$ cat src/pcode_stack_machine_execute_defines.svh
// ----------------------------------------------------------------------------
// pcode_stack_machine_execute_defines.svh
// Assertion macros for the p-code stack machine.
// ----------------------------------------------------------------------------
`ifndef PCODE_STACK_MACHINE_EXECUTE_DEFINES_SVH
`define PCODE_STACK_MACHINE_EXECUTE_DEFINES_SVH

`ifndef NO_ASSERTIONS
`define PCSM_ASSERT_IMP(name, ante, cons) \
	name: assert property (@(posedge clk) disable iff (!arst_n) (ante) |-> (cons)) \
		else $error("pcsm: implication check failed");
`define PCSM_ASSERT_NEXT(name, ante, cons) \
	name: assert property (@(posedge clk) disable iff (!arst_n) (ante) |=> (cons)) \
		else $error("pcsm: next-cycle check failed");
`else
`define PCSM_ASSERT_IMP(name, ante, cons)
`define PCSM_ASSERT_NEXT(name, ante, cons)
`endif

`endif

$ cat src/pcsm_pkg.sv
// ----------------------------------------------------------------------------
// pcsm_pkg
// Types and constants shared by the p-code stack machine modules.
// ----------------------------------------------------------------------------
`timescale 1ns / 1ps
`default_nettype none

package pcsm_pkg;

	localparam int ADDR_W  = 12;
	localparam int WORD_W  = 32;
	localparam int PC_W    = 11;
	localparam int TOP_W   = 13;
	localparam int OPD_W   = 11;
	localparam int LEV_W   = 2;
	localparam int FUNC_W  = 3;
	localparam int FAULT_W = 2;
	localparam int DIV_CNT_W = 5;
	localparam int STACK_DEPTH = 1 << ADDR_W;

	localparam logic [ADDR_W-1:0] ADDR_MAX = '1;
	localparam logic [ADDR_W-1:0] RET_B_MAX = ADDR_W'(STACK_DEPTH - 3);
	localparam logic signed [TOP_W-1:0] CAL_T_MAX = TOP_W'(STACK_DEPTH - 4);
	localparam logic [DIV_CNT_W-1:0] DIV_LAST = DIV_CNT_W'(WORD_W - 1);

	localparam logic [OPD_W-1:0] OPR_RET = 11'd0;
	localparam logic [OPD_W-1:0] OPR_NEG = 11'd1;
	localparam logic [OPD_W-1:0] OPR_ADD = 11'd2;
	localparam logic [OPD_W-1:0] OPR_SUB = 11'd3;
	localparam logic [OPD_W-1:0] OPR_MUL = 11'd4;
	localparam logic [OPD_W-1:0] OPR_DIV = 11'd5;
	localparam logic [OPD_W-1:0] OPR_ODD = 11'd6;
	localparam logic [OPD_W-1:0] OPR_EQL = 11'd8;
	localparam logic [OPD_W-1:0] OPR_NEQ = 11'd9;
	localparam logic [OPD_W-1:0] OPR_LSS = 11'd10;
	localparam logic [OPD_W-1:0] OPR_GEQ = 11'd11;
	localparam logic [OPD_W-1:0] OPR_GTR = 11'd12;
	localparam logic [OPD_W-1:0] OPR_LEQ = 11'd13;

	localparam logic [FAULT_W-1:0] FAULT_NONE = 2'd0;
	localparam logic [FAULT_W-1:0] FAULT_DIV0 = 2'd1;
	localparam logic [FAULT_W-1:0] FAULT_ADDR = 2'd2;

	typedef enum logic [FUNC_W-1:0] {
		F_LIT, F_OPR, F_LOD, F_STO, F_CAL, F_INT, F_JMP, F_JPC
	} func_t;

	typedef enum logic [1:0] {OC_NOP, OC_RET, OC_UN, OC_BIN} opr_class_t;

	typedef enum logic [2:0] {
		RD_NONE, RD_B1, RD_B2, RD_T, RD_TM1, RD_WALK, RD_AD
	} rd_sel_t;

	typedef enum logic [3:0] {
		WR_NONE, WR_CLR, WR_T1_OPD, WR_T_UN, WR_TM1_RES, WR_T1_RD, WR_AD_RD,
		WR_T1_WALK, WR_T2_B, WR_T3_NP
	} wr_sel_t;

	typedef enum logic [2:0] {T_HOLD, T_INC, T_DEC, T_ADD_OPD, T_RET} t_op_t;
	typedef enum logic [1:0] {B_HOLD, B_RET, B_CAL} b_op_t;
	typedef enum logic [1:0] {NP_HOLD, NP_OPD, NP_RD, NP_OPD_IF_ZERO} np_op_t;

	typedef enum logic [4:0] {
		ST_CLEAR, ST_IDLE, ST_DISPATCH, ST_RET1, ST_RET2, ST_UNARY, ST_BIN1,
		ST_BIN2, ST_EXEC, ST_DIV, ST_WB, ST_JPC, ST_WALK, ST_WALK_CHK, ST_ADDR,
		ST_LOD, ST_STO, ST_CAL2, ST_CAL3, ST_TOP_RD, ST_TOP_WAIT
	} state_t;

	typedef struct packed {
		logic    load_instr;
		rd_sel_t rd_sel;
		wr_sel_t wr_sel;
		t_op_t   t_op;
		b_op_t   b_op;
		np_op_t  np_op;
		logic    walk_init;
		logic    walk_step;
		logic    x_ld;
		logic    y_ld;
		logic    alu_ld;
		logic    div_start;
		logic    div_ld;
		logic    fault_bad;
		logic    commit_pc;
		logic    out_load;
	} cmd_t;

	typedef struct packed {
		func_t      func;
		opr_class_t opr_class;
		logic       t_max;
		logic       t_neg;
		logic       t_ge1;
		logic       ret_ok;
		logic       int_ok;
		logic       cal_ok;
		logic       ad_ok;
		logic       link_ok;
		logic       lev_zero;
		logic       div_run;
		logic       div_done;
		logic       clr_last;
	} sts_t;

endpackage

`default_nettype wire

$ cat src/pcsm_ctrl.sv
// ----------------------------------------------------------------------------
// pcsm_ctrl
// Sequencer: steps each instruction through checks, reads and writes.
// ----------------------------------------------------------------------------
`timescale 1ns / 1ps
`default_nettype none

module pcsm_ctrl (
	input  wire logic             clk,
	input  wire logic             arst_n,
	input  wire logic             in_valid,
	output logic                  in_ready,
	output logic                  out_valid,
	input  wire logic             out_ready,
	input  wire pcsm_pkg::sts_t   sts,
	output pcsm_pkg::cmd_t        cmd
);

	pcsm_pkg::state_t state_q, state_d;
	logic             out_valid_q;

	always_ff @(posedge clk or negedge arst_n) begin
		if (!arst_n) begin
			state_q     <= pcsm_pkg::ST_CLEAR;
			out_valid_q <= 1'b0;
		end else begin
			state_q <= state_d;
			if (cmd.out_load)
				out_valid_q <= 1'b1;
			else if (out_ready)
				out_valid_q <= 1'b0;
		end
	end

	always_comb begin
		state_d  = state_q;
		cmd      = '0;
		in_ready = 1'b0;
		case (state_q)
			pcsm_pkg::ST_CLEAR: begin
				cmd.wr_sel = pcsm_pkg::WR_CLR;
				if (sts.clr_last)
					state_d = pcsm_pkg::ST_IDLE;
			end
			pcsm_pkg::ST_IDLE: begin
				in_ready = 1'b1;
				if (in_valid) begin
					cmd.load_instr = 1'b1;
					state_d        = pcsm_pkg::ST_DISPATCH;
				end
			end
			pcsm_pkg::ST_DISPATCH: begin
				state_d = pcsm_pkg::ST_TOP_RD;
				case (sts.func)
					pcsm_pkg::F_LIT: begin
						if (sts.t_max)
							cmd.fault_bad = 1'b1;
						else begin
							cmd.wr_sel = pcsm_pkg::WR_T1_OPD;
							cmd.t_op   = pcsm_pkg::T_INC;
						end
					end
					pcsm_pkg::F_OPR: begin
						case (sts.opr_class)
							pcsm_pkg::OC_RET: begin
								if (!sts.ret_ok)
									cmd.fault_bad = 1'b1;
								else begin
									cmd.rd_sel = pcsm_pkg::RD_B1;
									state_d    = pcsm_pkg::ST_RET1;
								end
							end
							pcsm_pkg::OC_UN: begin
								if (sts.t_neg)
									cmd.fault_bad = 1'b1;
								else begin
									cmd.rd_sel = pcsm_pkg::RD_T;
									state_d    = pcsm_pkg::ST_UNARY;
								end
							end
							pcsm_pkg::OC_BIN: begin
								if (!sts.t_ge1)
									cmd.fault_bad = 1'b1;
								else begin
									cmd.rd_sel = pcsm_pkg::RD_TM1;
									state_d    = pcsm_pkg::ST_BIN1;
								end
							end
							default: ;
						endcase
					end
					pcsm_pkg::F_LOD, pcsm_pkg::F_STO, pcsm_pkg::F_CAL: begin
						cmd.walk_init = 1'b1;
						state_d       = pcsm_pkg::ST_WALK;
					end
					pcsm_pkg::F_INT: begin
						if (!sts.int_ok)
							cmd.fault_bad = 1'b1;
						else
							cmd.t_op = pcsm_pkg::T_ADD_OPD;
					end
					pcsm_pkg::F_JMP: cmd.np_op = pcsm_pkg::NP_OPD;
					pcsm_pkg::F_JPC: begin
						if (sts.t_neg)
							cmd.fault_bad = 1'b1;
						else begin
							cmd.rd_sel = pcsm_pkg::RD_T;
							state_d    = pcsm_pkg::ST_JPC;
						end
					end
					default: ;
				endcase
			end
			pcsm_pkg::ST_RET1: begin
				if (!sts.link_ok) begin
					cmd.fault_bad = 1'b1;
					state_d       = pcsm_pkg::ST_TOP_RD;
				end else begin
					cmd.x_ld   = 1'b1;
					cmd.rd_sel = pcsm_pkg::RD_B2;
					state_d    = pcsm_pkg::ST_RET2;
				end
			end
			pcsm_pkg::ST_RET2: begin
				cmd.np_op = pcsm_pkg::NP_RD;
				cmd.t_op  = pcsm_pkg::T_RET;
				cmd.b_op  = pcsm_pkg::B_RET;
				state_d   = pcsm_pkg::ST_TOP_RD;
			end
			pcsm_pkg::ST_UNARY: begin
				cmd.wr_sel = pcsm_pkg::WR_T_UN;
				state_d    = pcsm_pkg::ST_TOP_RD;
			end
			pcsm_pkg::ST_BIN1: begin
				cmd.x_ld   = 1'b1;
				cmd.rd_sel = pcsm_pkg::RD_T;
				state_d    = pcsm_pkg::ST_BIN2;
			end
			pcsm_pkg::ST_BIN2: begin
				cmd.y_ld = 1'b1;
				state_d  = pcsm_pkg::ST_EXEC;
			end
			pcsm_pkg::ST_EXEC: begin
				if (sts.div_run) begin
					cmd.div_start = 1'b1;
					state_d       = pcsm_pkg::ST_DIV;
				end else begin
					cmd.alu_ld = 1'b1;
					state_d    = pcsm_pkg::ST_WB;
				end
			end
			pcsm_pkg::ST_DIV: begin
				if (sts.div_done) begin
					cmd.div_ld = 1'b1;
					state_d    = pcsm_pkg::ST_WB;
				end
			end
			pcsm_pkg::ST_WB: begin
				cmd.wr_sel = pcsm_pkg::WR_TM1_RES;
				cmd.t_op   = pcsm_pkg::T_DEC;
				state_d    = pcsm_pkg::ST_TOP_RD;
			end
			pcsm_pkg::ST_JPC: begin
				cmd.np_op = pcsm_pkg::NP_OPD_IF_ZERO;
				cmd.t_op  = pcsm_pkg::T_DEC;
				state_d   = pcsm_pkg::ST_TOP_RD;
			end
			pcsm_pkg::ST_WALK: begin
				if (sts.lev_zero)
					state_d = pcsm_pkg::ST_ADDR;
				else begin
					cmd.rd_sel = pcsm_pkg::RD_WALK;
					state_d    = pcsm_pkg::ST_WALK_CHK;
				end
			end
			pcsm_pkg::ST_WALK_CHK: begin
				if (!sts.link_ok) begin
					cmd.fault_bad = 1'b1;
					state_d       = pcsm_pkg::ST_TOP_RD;
				end else begin
					cmd.walk_step = 1'b1;
					state_d       = pcsm_pkg::ST_WALK;
				end
			end
			pcsm_pkg::ST_ADDR: begin
				state_d = pcsm_pkg::ST_TOP_RD;
				case (sts.func)
					pcsm_pkg::F_LOD: begin
						if (!sts.ad_ok || sts.t_max)
							cmd.fault_bad = 1'b1;
						else begin
							cmd.rd_sel = pcsm_pkg::RD_AD;
							state_d    = pcsm_pkg::ST_LOD;
						end
					end
					pcsm_pkg::F_STO: begin
						if (!sts.ad_ok || sts.t_neg)
							cmd.fault_bad = 1'b1;
						else begin
							cmd.rd_sel = pcsm_pkg::RD_T;
							state_d    = pcsm_pkg::ST_STO;
						end
					end
					default: begin
						if (!sts.cal_ok)
							cmd.fault_bad = 1'b1;
						else begin
							cmd.wr_sel = pcsm_pkg::WR_T1_WALK;
							state_d    = pcsm_pkg::ST_CAL2;
						end
					end
				endcase
			end
			pcsm_pkg::ST_LOD: begin
				cmd.wr_sel = pcsm_pkg::WR_T1_RD;
				cmd.t_op   = pcsm_pkg::T_INC;
				state_d    = pcsm_pkg::ST_TOP_RD;
			end
			pcsm_pkg::ST_STO: begin
				cmd.wr_sel = pcsm_pkg::WR_AD_RD;
				cmd.t_op   = pcsm_pkg::T_DEC;
				state_d    = pcsm_pkg::ST_TOP_RD;
			end
			pcsm_pkg::ST_CAL2: begin
				cmd.wr_sel = pcsm_pkg::WR_T2_B;
				state_d    = pcsm_pkg::ST_CAL3;
			end
			pcsm_pkg::ST_CAL3: begin
				cmd.wr_sel = pcsm_pkg::WR_T3_NP;
				cmd.b_op   = pcsm_pkg::B_CAL;
				cmd.np_op  = pcsm_pkg::NP_OPD;
				state_d    = pcsm_pkg::ST_TOP_RD;
			end
			pcsm_pkg::ST_TOP_RD: begin
				cmd.commit_pc = 1'b1;
				cmd.rd_sel    = pcsm_pkg::RD_T;
				state_d       = pcsm_pkg::ST_TOP_WAIT;
			end
			pcsm_pkg::ST_TOP_WAIT: begin
				if (!out_valid_q || out_ready) begin
					cmd.out_load = 1'b1;
					state_d      = pcsm_pkg::ST_IDLE;
				end
			end
			default: state_d = pcsm_pkg::ST_IDLE;
		endcase
	end

	assign out_valid = out_valid_q;

endmodule

`default_nettype wire

$ cat config.mk
export PLATFORM = sky130hd
export DESIGN_NAME = pcsm_ctrl
export DESIGN_NICKNAME = d
export VERILOG_FILES = /design/src/pcode_stack_machine_execute_defines.svh /design/src/pcsm_pkg.sv /design/src/pcsm_ctrl.sv
export SDC_FILE = /design/constraint.sdc
export NUM_CORES = 1
export LEC_CHECK = 0
export ABC_AREA = 1
export BUFFER_PORTS_ARGS = -buffer_cell sky130_fd_sc_hd__clkbuf_2
export CAP_MARGIN = 0
export CORE_MARGIN = 5
export CORE_UTILIZATION = 48
export DETAILED_ROUTE_END_ITERATION = 10
export PLACE_DENSITY = 0.86
export SLEW_MARGIN = 20
export SYNTH_ARGS = -nofsm -noshare
export SYNTH_HDL_FRONTEND = slang
export SYNTH_SLANG_ARGS = --single-unit
export TNS_END_PERCENT = 1
$ cat constraint.sdc
create_clock -name clk -period 1.9 [get_ports clk]
set_clock_uncertainty 0.1 [all_clocks]
set_input_delay 0.19 -clock clk [delete_from_list [all_inputs] [get_ports clk]]
set_output_delay 0.19 -clock clk [all_outputs]
set_load 0.01 [all_outputs]
==> flow_metrics.py, run 1 <==
metrics = {
    "finish": {
        "drive_gt1_frac": 0.3764,
        "layout_commonest_cell": "nand2_1",
        "final_cell_mix": "nand2_1 (47), clkbuf_2 (43), nor2_1 (34)",
        "final_area_sq_mm": 0.001569,
        "nNetsFinal": 294,
        "final_core_util": 0.6959,
        "diodes": 0,
        "area_delta_synth_final_pct": 34.84,
    },
    "run_status": {
        "violations": "setup timing",
        "status": "finished, violations left",
    },
    "global_routing": {
        "gr-usage-all-layers": 0.2345,
        "grt_pass1_wl_microns": 6499,
        "grt_max_degree": 10,
        "grt-ovfl-total": 0,
        "grt_pass1_vias": 1503,
        "antenna_found_initial": 0,
    },
    "synthesis": {
        "synth_nets": 233,
        "ys_seq_area_frac": 0.1290,
        "synth_area_sq_mm": 0.001164,
        "ys_types": 26,
        "netlist_instances": 212,
        "synth-seq-cells": 6,
        "syn_area_per_cell_sq_um": 5.489,
        "ys.warnings.count": 0,
    },
    "sta": {
        "tns_ns": -0.2925,
        "fin_crit_ns": 1.964,
        "max_clock_freq_ghz": 0.5092,
        "slew_viol_final": 0,
        "grt_setup_unrepaired": "yes",
        "slew_headroom": 0.6984,
        "setup_viol": 6,
        "finalHoldViolations": 0,
        "fin_ws_ns": -0.06379,
        "tightestPinTransition_ns": 0.4477,
        "fin_crit_sh": 1.034,
    },
    "clocking": {
        "clockBufferDepth": 2,
        "cts_buffers": 3,
        "cts_sinks": 6,
        "clock-root-buffer": "clkbuf_4",
        "cts_max_level": 1,
        "cts.clk_slew.worst_paths_ns": 0.06,
        "tritoncts": "yes",
        "clk_latency_ns": 0.26,
    },
    "setup_path": {
        "cp.required_ns": 1.61,
        "r2r_start": "state_q[2]",
        "reg2reg_depth": 9,
        "max_stage_delay_ns": 0.48,
        "critical_path_class": "reg2out",
        "crit_path_top_delay_cell": "dfrtp_2",
        "r2r_end": "state_q[1]",
        "worst_ep_arrival_time_ns": 1.67,
        "reg2reg_slack_ns": 0.11,
        "path_common_cell": "nor3_2",
        "critPathMaxFanout": 6,
        "cp_cell_sequence": "nor2_4, inv_2, nor3_2, inv_1, nand2_1, nor3_2, nand3_1, buf_2",
        "start_kind": "flip-flop",
        "cp-end-kind": "output port",
    },
    "power_and_ir_drop": {
        "p_per_area_mw_per_mm2": 1289,
        "leakagePower_nw": 0.9295,
        "power_w": 0.002022,
        "ir_drop_uv": 829.2,
    },
    "placed_design": {
        "placed_cell_area_sq_mm": 0.001423,
        "globalplace.congestion": 1.019,
        "pre_cts_slack_ns": 0.005704,
        "io_buffers": 47,
        "dp_hpwl_microns": 3106,
    },
    "route": {
        "drc": 0,
        "drt-pass1-iter-count": 5,
        "wire_per_inst_microns": 13.65,
        "wl_microns": 4080,
        "vias": 1671,
        "ant_nets": 0,
        "first_iter_violations": 128,
        "vias_per_cell": 5.589,
    },
    "floorplan": {
        "initial_core_util": 0.5161,
        "ios": 48,
        "die_h_microns": 59.24,
        "row_count": 17,
        "die_area_sq_mm": 0.003509,
        "die_w_microns": 59.24,
        "core_area_sq_mm": 0.002255,
    },
    "min_path": {
        "hold-path-endpoint": "out_valid",
        "hold_start": "out_ready",
        "hold_depth": 2,
        "hold_path_class": "in2reg",
    },
    "run": {
        "maxCapViolations": 0,
    },
}
[worst max-delay path, delay by kind of cell, from the launching register on]
| family | cells | cell delay, ns |
|---|---|---|
| flip-flops | 1 | 0.48 |
| buffers and inverters | 3 | 0.25 |
| AND/OR/NAND/NOR | 5 | 0.68 |
[repair_timing]
item                                   in CTS  in global routing
setup endpoints to repair                  12                 13
gates resized for setup                     9                 16
hold buffers                                1                  0
endpoints found under the hold margin       6                  0
buffers inserted                            5                  3
pin swaps                                   2                  7
[logic make-up after synthesis]
| group | count (synthesis) | share of synthesized area |
|---|---|---|
| AND/OR/NAND/NOR | 147 | 0.6237 |
| buffers and inverters | 41 | 0.1516 |
| AO/OA/AOI/OAI | 18 | 0.09570 |
| flip-flops | 6 | 0.1290 |
[how the worst max path moves through the flow]
stage | startpoint | to
3_3_place_gp | state_q[3] | cmd[21]
4_1_cts | state_q[3] | cmd[21]
3_5_place_dp | state_q[3] | cmd[21]
6_report | state_q[3] | cmd[21]
2_1_floorplan | state_q[3] | cmd[21]
5_1_grt | state_q[3] | cmd[14]
[through the flow]
stage,hold slack (ns),instances
after floorplan,-0.2056,212
after global placement,-0.07893,287
after detailed placement,-0.07414,287
after CTS,0.1017,296
after global routing,0.08672,299
final,0.08430,299
[registers in the layout, indices dropped and copies added (netlist names)]
name       cells
state_q        5
out_valid      1
[cells in the mapped netlist (all sizes together)]
cell | instances | area (sq um)
nand2 | 53 | 209.0
o31ai | 1 | 7.510
nand3b | 2 | 15.01
o221ai | 1 | 8.760
o2111ai | 1 | 8.760
nand3 | 28 | 170.2
o21ai | 6 | 30.02
o22ai | 1 | 6.260
o211ai | 1 | 7.510
nor2 | 43 | 186.4
a21oi | 6 | 33.78
or2 | 1 | 6.260
inv | 38 | 142.6
nand4 | 11 | 68.82
nor3 | 9 | 70.07
a41oi | 1 | 8.760
buf | 3 | 33.78
dfrtp | 6 | 150.1
[layout make-up]
cell class	instances	area [sq um]
timing repair buffer	59	331.6
tap	28	35.03
multi-input combinational	165	879.6
clock buffer	3	22.52
inverter	38	145.1
fill	217	685.7
sequential	6	155.1
[report_power, final]
| group | internal (W) | leakage (nW) | switching [W] |
|---|---|---|---|
| logic | 0.000597 | 0.844 | 0.000987 |
| registers | 0.000194 | 0.0715 | 0.000115 |
| clock network | 0.0000722 | 0.0138 | 0.0000573 |
[per-layer routing]
metal	routed length [microns]	track usage	vias to the layer above
met2	1886	0.3822	106
met4	70	0.07767	0
met5	0	0	-
met3	482	0.02179	11
li1	-	-	810
met1	1640	0.3204	744
Power figures use the tool's default switching activity.
==> inputs of run 2 (changes only) <==
Settings changed: ABC_CLOCK_PERIOD_IN_PS from default to 1900, TNS_END_PERCENT 1 to 30.
==> run 2 against run 1 <==
  * The flow still finishes with violations (setup timing)
  * Clock power hardly changed
  * Combinational power up 4%
  * Worst hold slack better by 0.0053 ns
  * Flip-flop and latch count is the same
  * Cell area is 1.4% higher
  * Fmax up 0.94%
  * Non-clock buffer count increased by 1
  * Via count up 2.7%
  * Clock-buffer cell count did not move
  * Sequential power rose by 1%
  * Core utilization up 0.94 points
  * Sequential share of layout area shrank 0.13 points
  * Critical path type unchanged
==> flow_metrics.py, run 2 (same netlist as run 1, synthesis figures left out) <==
metrics = {
    "run_status": {
        "status": "finished, violations left",
        "violations": "setup timing",
    },
    "power_and_ir_drop": {
        "ir_drop_uv": 852.0,
        "leakagePower_nw": 0.9408,
        "p_per_area_mw_per_mm2": 1318,
    },
    "floorplan": {
        "ios": 48,
        "row_count": 17,
        "die_h_microns": 59.24,
        "die_area_sq_mm": 0.003509,
        "die_w_microns": 59.24,
        "core_area_sq_mm": 0.002255,
        "initial_core_util": 0.5161,
    },
    "placed_design": {
        "io_buffers": 47,
        "globalplace.congestion": 1.019,
        "dp_hpwl_microns": 3106,
        "placed_cell_area_sq_mm": 0.001423,
    },
    "setup_path": {
        "cp_top_family": "simple AND/OR/NAND/NOR gates",
        "worst_ep_arrival_time_ns": 1.66,
        "cp.depth": 8,
        "crit_path_top_delay_cell": "dfrtp_2",
        "reg2reg_slack_ns": 0.07,
        "crit_buf_inv": 2,
        "reg2reg_depth": 9,
        "critPathMaxFanout": 7,
        "crit_path_start": "state_q[3]",
        "path_common_cell": "nor2_4",
        "critical_path_class": "reg2out",
        "r2r_start": "state_q[2]",
        "cp-end-kind": "output port",
        "cp.required_ns": 1.61,
        "cp_cell_sequence": "nor2_4, nand2_4, nor2_4, inv_2, a21oi_2, nor3_2, nand3_1, buf_2",
        "r2r_end": "state_q[1]",
        "endpoint": "cmd[21]",
        "start_kind": "flip-flop",
        "max_stage_delay_ns": 0.46,
    },
    "finish": {
        "diodes": 0,
        "regMostFlops": "state_q",
        "area_delta_synth_final_pct": 36.67,
        "final_area_sq_mm": 0.001590,
        "largest_reg_flops": 5,
        "drive_gt1_frac": 0.3787,
        "final_cell_mix": "nand2_1 (46), clkbuf_2 (44), nor2_1 (34)",
        "final_core_util": 0.7053,
        "nNetsFinal": 295,
        "layout_commonest_cell": "nand2_1",
    },
    "sta": {
        "setup_viol": 8,
        "tightestPinTransition_ns": 0.4720,
        "slew_viol_final": 0,
        "finalHoldViolations": 0,
        "grt_setup_unrepaired": "yes",
        "fin_crit_sh": 1.024,
        "max_clock_freq_ghz": 0.5140,
        "slew_headroom": 0.6853,
        "fin_crit_ns": 1.945,
        "fin_ws_ns": -0.04548,
    },
    "route": {
        "vias": 1716,
        "vias_per_cell": 5.720,
        "drc": 0,
        "ant_nets": 0,
        "wl_microns": 4269,
        "wire_per_inst_microns": 14.23,
        "first_iter_violations": 107,
        "drt-pass1-iter-count": 6,
    },
    "min_path": {
        "hold_path_class": "in2reg",
        "hold_depth": 2,
    },
    "global_routing": {
        "grt_pass1_vias": 1520,
        "grt-ovfl-total": 0,
        "grt_pass1_wl_microns": 6568,
        "antenna_found_initial": 0,
        "grt_max_degree": 10,
        "gr-usage-all-layers": 0.2367,
    },
    "clocking": {
        "clockBufferDepth": 2,
        "clk_latency_ns": 0.26,
        "cts_sinks": 6,
        "cts_max_level": 1,
        "cts.clk_slew.worst_paths_ns": 0.06,
        "tritoncts": "yes",
        "clock-root-buffer": "clkbuf_4",
        "cts_buffers": 3,
    },
    "run": {
        "maxCapViolations": 0,
    },
}
-- run 2: final cells by class --
| cell class | count | area (sq um) |
|---|---|---|
| clock buffers | 3 | 22.52 |
| fillers | 217 | 664.4 |
| inverters | 38 | 145.1 |
| multi-input cells | 165 | 880.8 |
| flip-flops and latches | 6 | 155.1 |
| well taps | 28 | 35.03 |
| repair buffers | 60 | 351.6 |
-- run 2: routing by layer --
layer | wire [microns] | track usage | vias to the layer above
met5 | 0 | 0 | -
met3 | 494 | 0.03922 | 32
met2 | 1888 | 0.3838 | 116
li1 | - | - | 814
met4 | 181 | 0.07443 | 0
met1 | 1705 | 0.3165 | 754
-- run 2: per-stage QoR --
step | setup TNS [ns] | power, W | setup slack (ns) | hold WS (ns) | instances
detailed placement | 0 | 0.001616 | 0.005704 | -0.07414 | 287
global route | -1.107 | 0.002250 | -0.1400 | 0.1093 | 300
CTS | -0.005012 | 0.001867 | -0.005012 | 0.1017 | 297
finish | -0.2329 | 0.002095 | -0.04548 | 0.08958 | 300
floorplan | 0 | 0.001234 | 0.2788 | -0.2056 | 212
global placement | 0 | 0.001602 | 0.06845 | -0.07893 | 287
-- run 2: timing repair --
item / in CTS / in global routing
pin swaps: 2 / 7
gates resized for setup: 9 / 15
buffers inserted: 6 / 3
hold endpoints to repair: 6 / 0
setup endpoints to repair: 12 / 13
hold buffers: 1 / 0
cloned: 0 / 0
-- run 2: worst min path at each step --
stage	from	end	slack, ns
CTS	out_ready	out_valid	0.10
detailed placement	arst_n	state_q[0]	-0.07
floorplan	arst_n	out_valid	-0.21
global route	out_ready	out_valid	0.11
global placement	arst_n	out_valid	-0.08
finish	out_ready	out_valid	0.09
-- run 2: report_power, final --
| group | internal (W) | switching (W) |
|---|---|---|
| logic | 0.000636 | 0.00102 |
| clock network | 0.0000722 | 0.0000573 |
| registers | 0.000194 | 0.000119 |
-- run 2: worst register-to-register path, delay by kind of cell (launching register included) --
family	cells	cell delay, ns
simple gates	8	0.96
buf+inv	1	0.18
flops	1	0.46
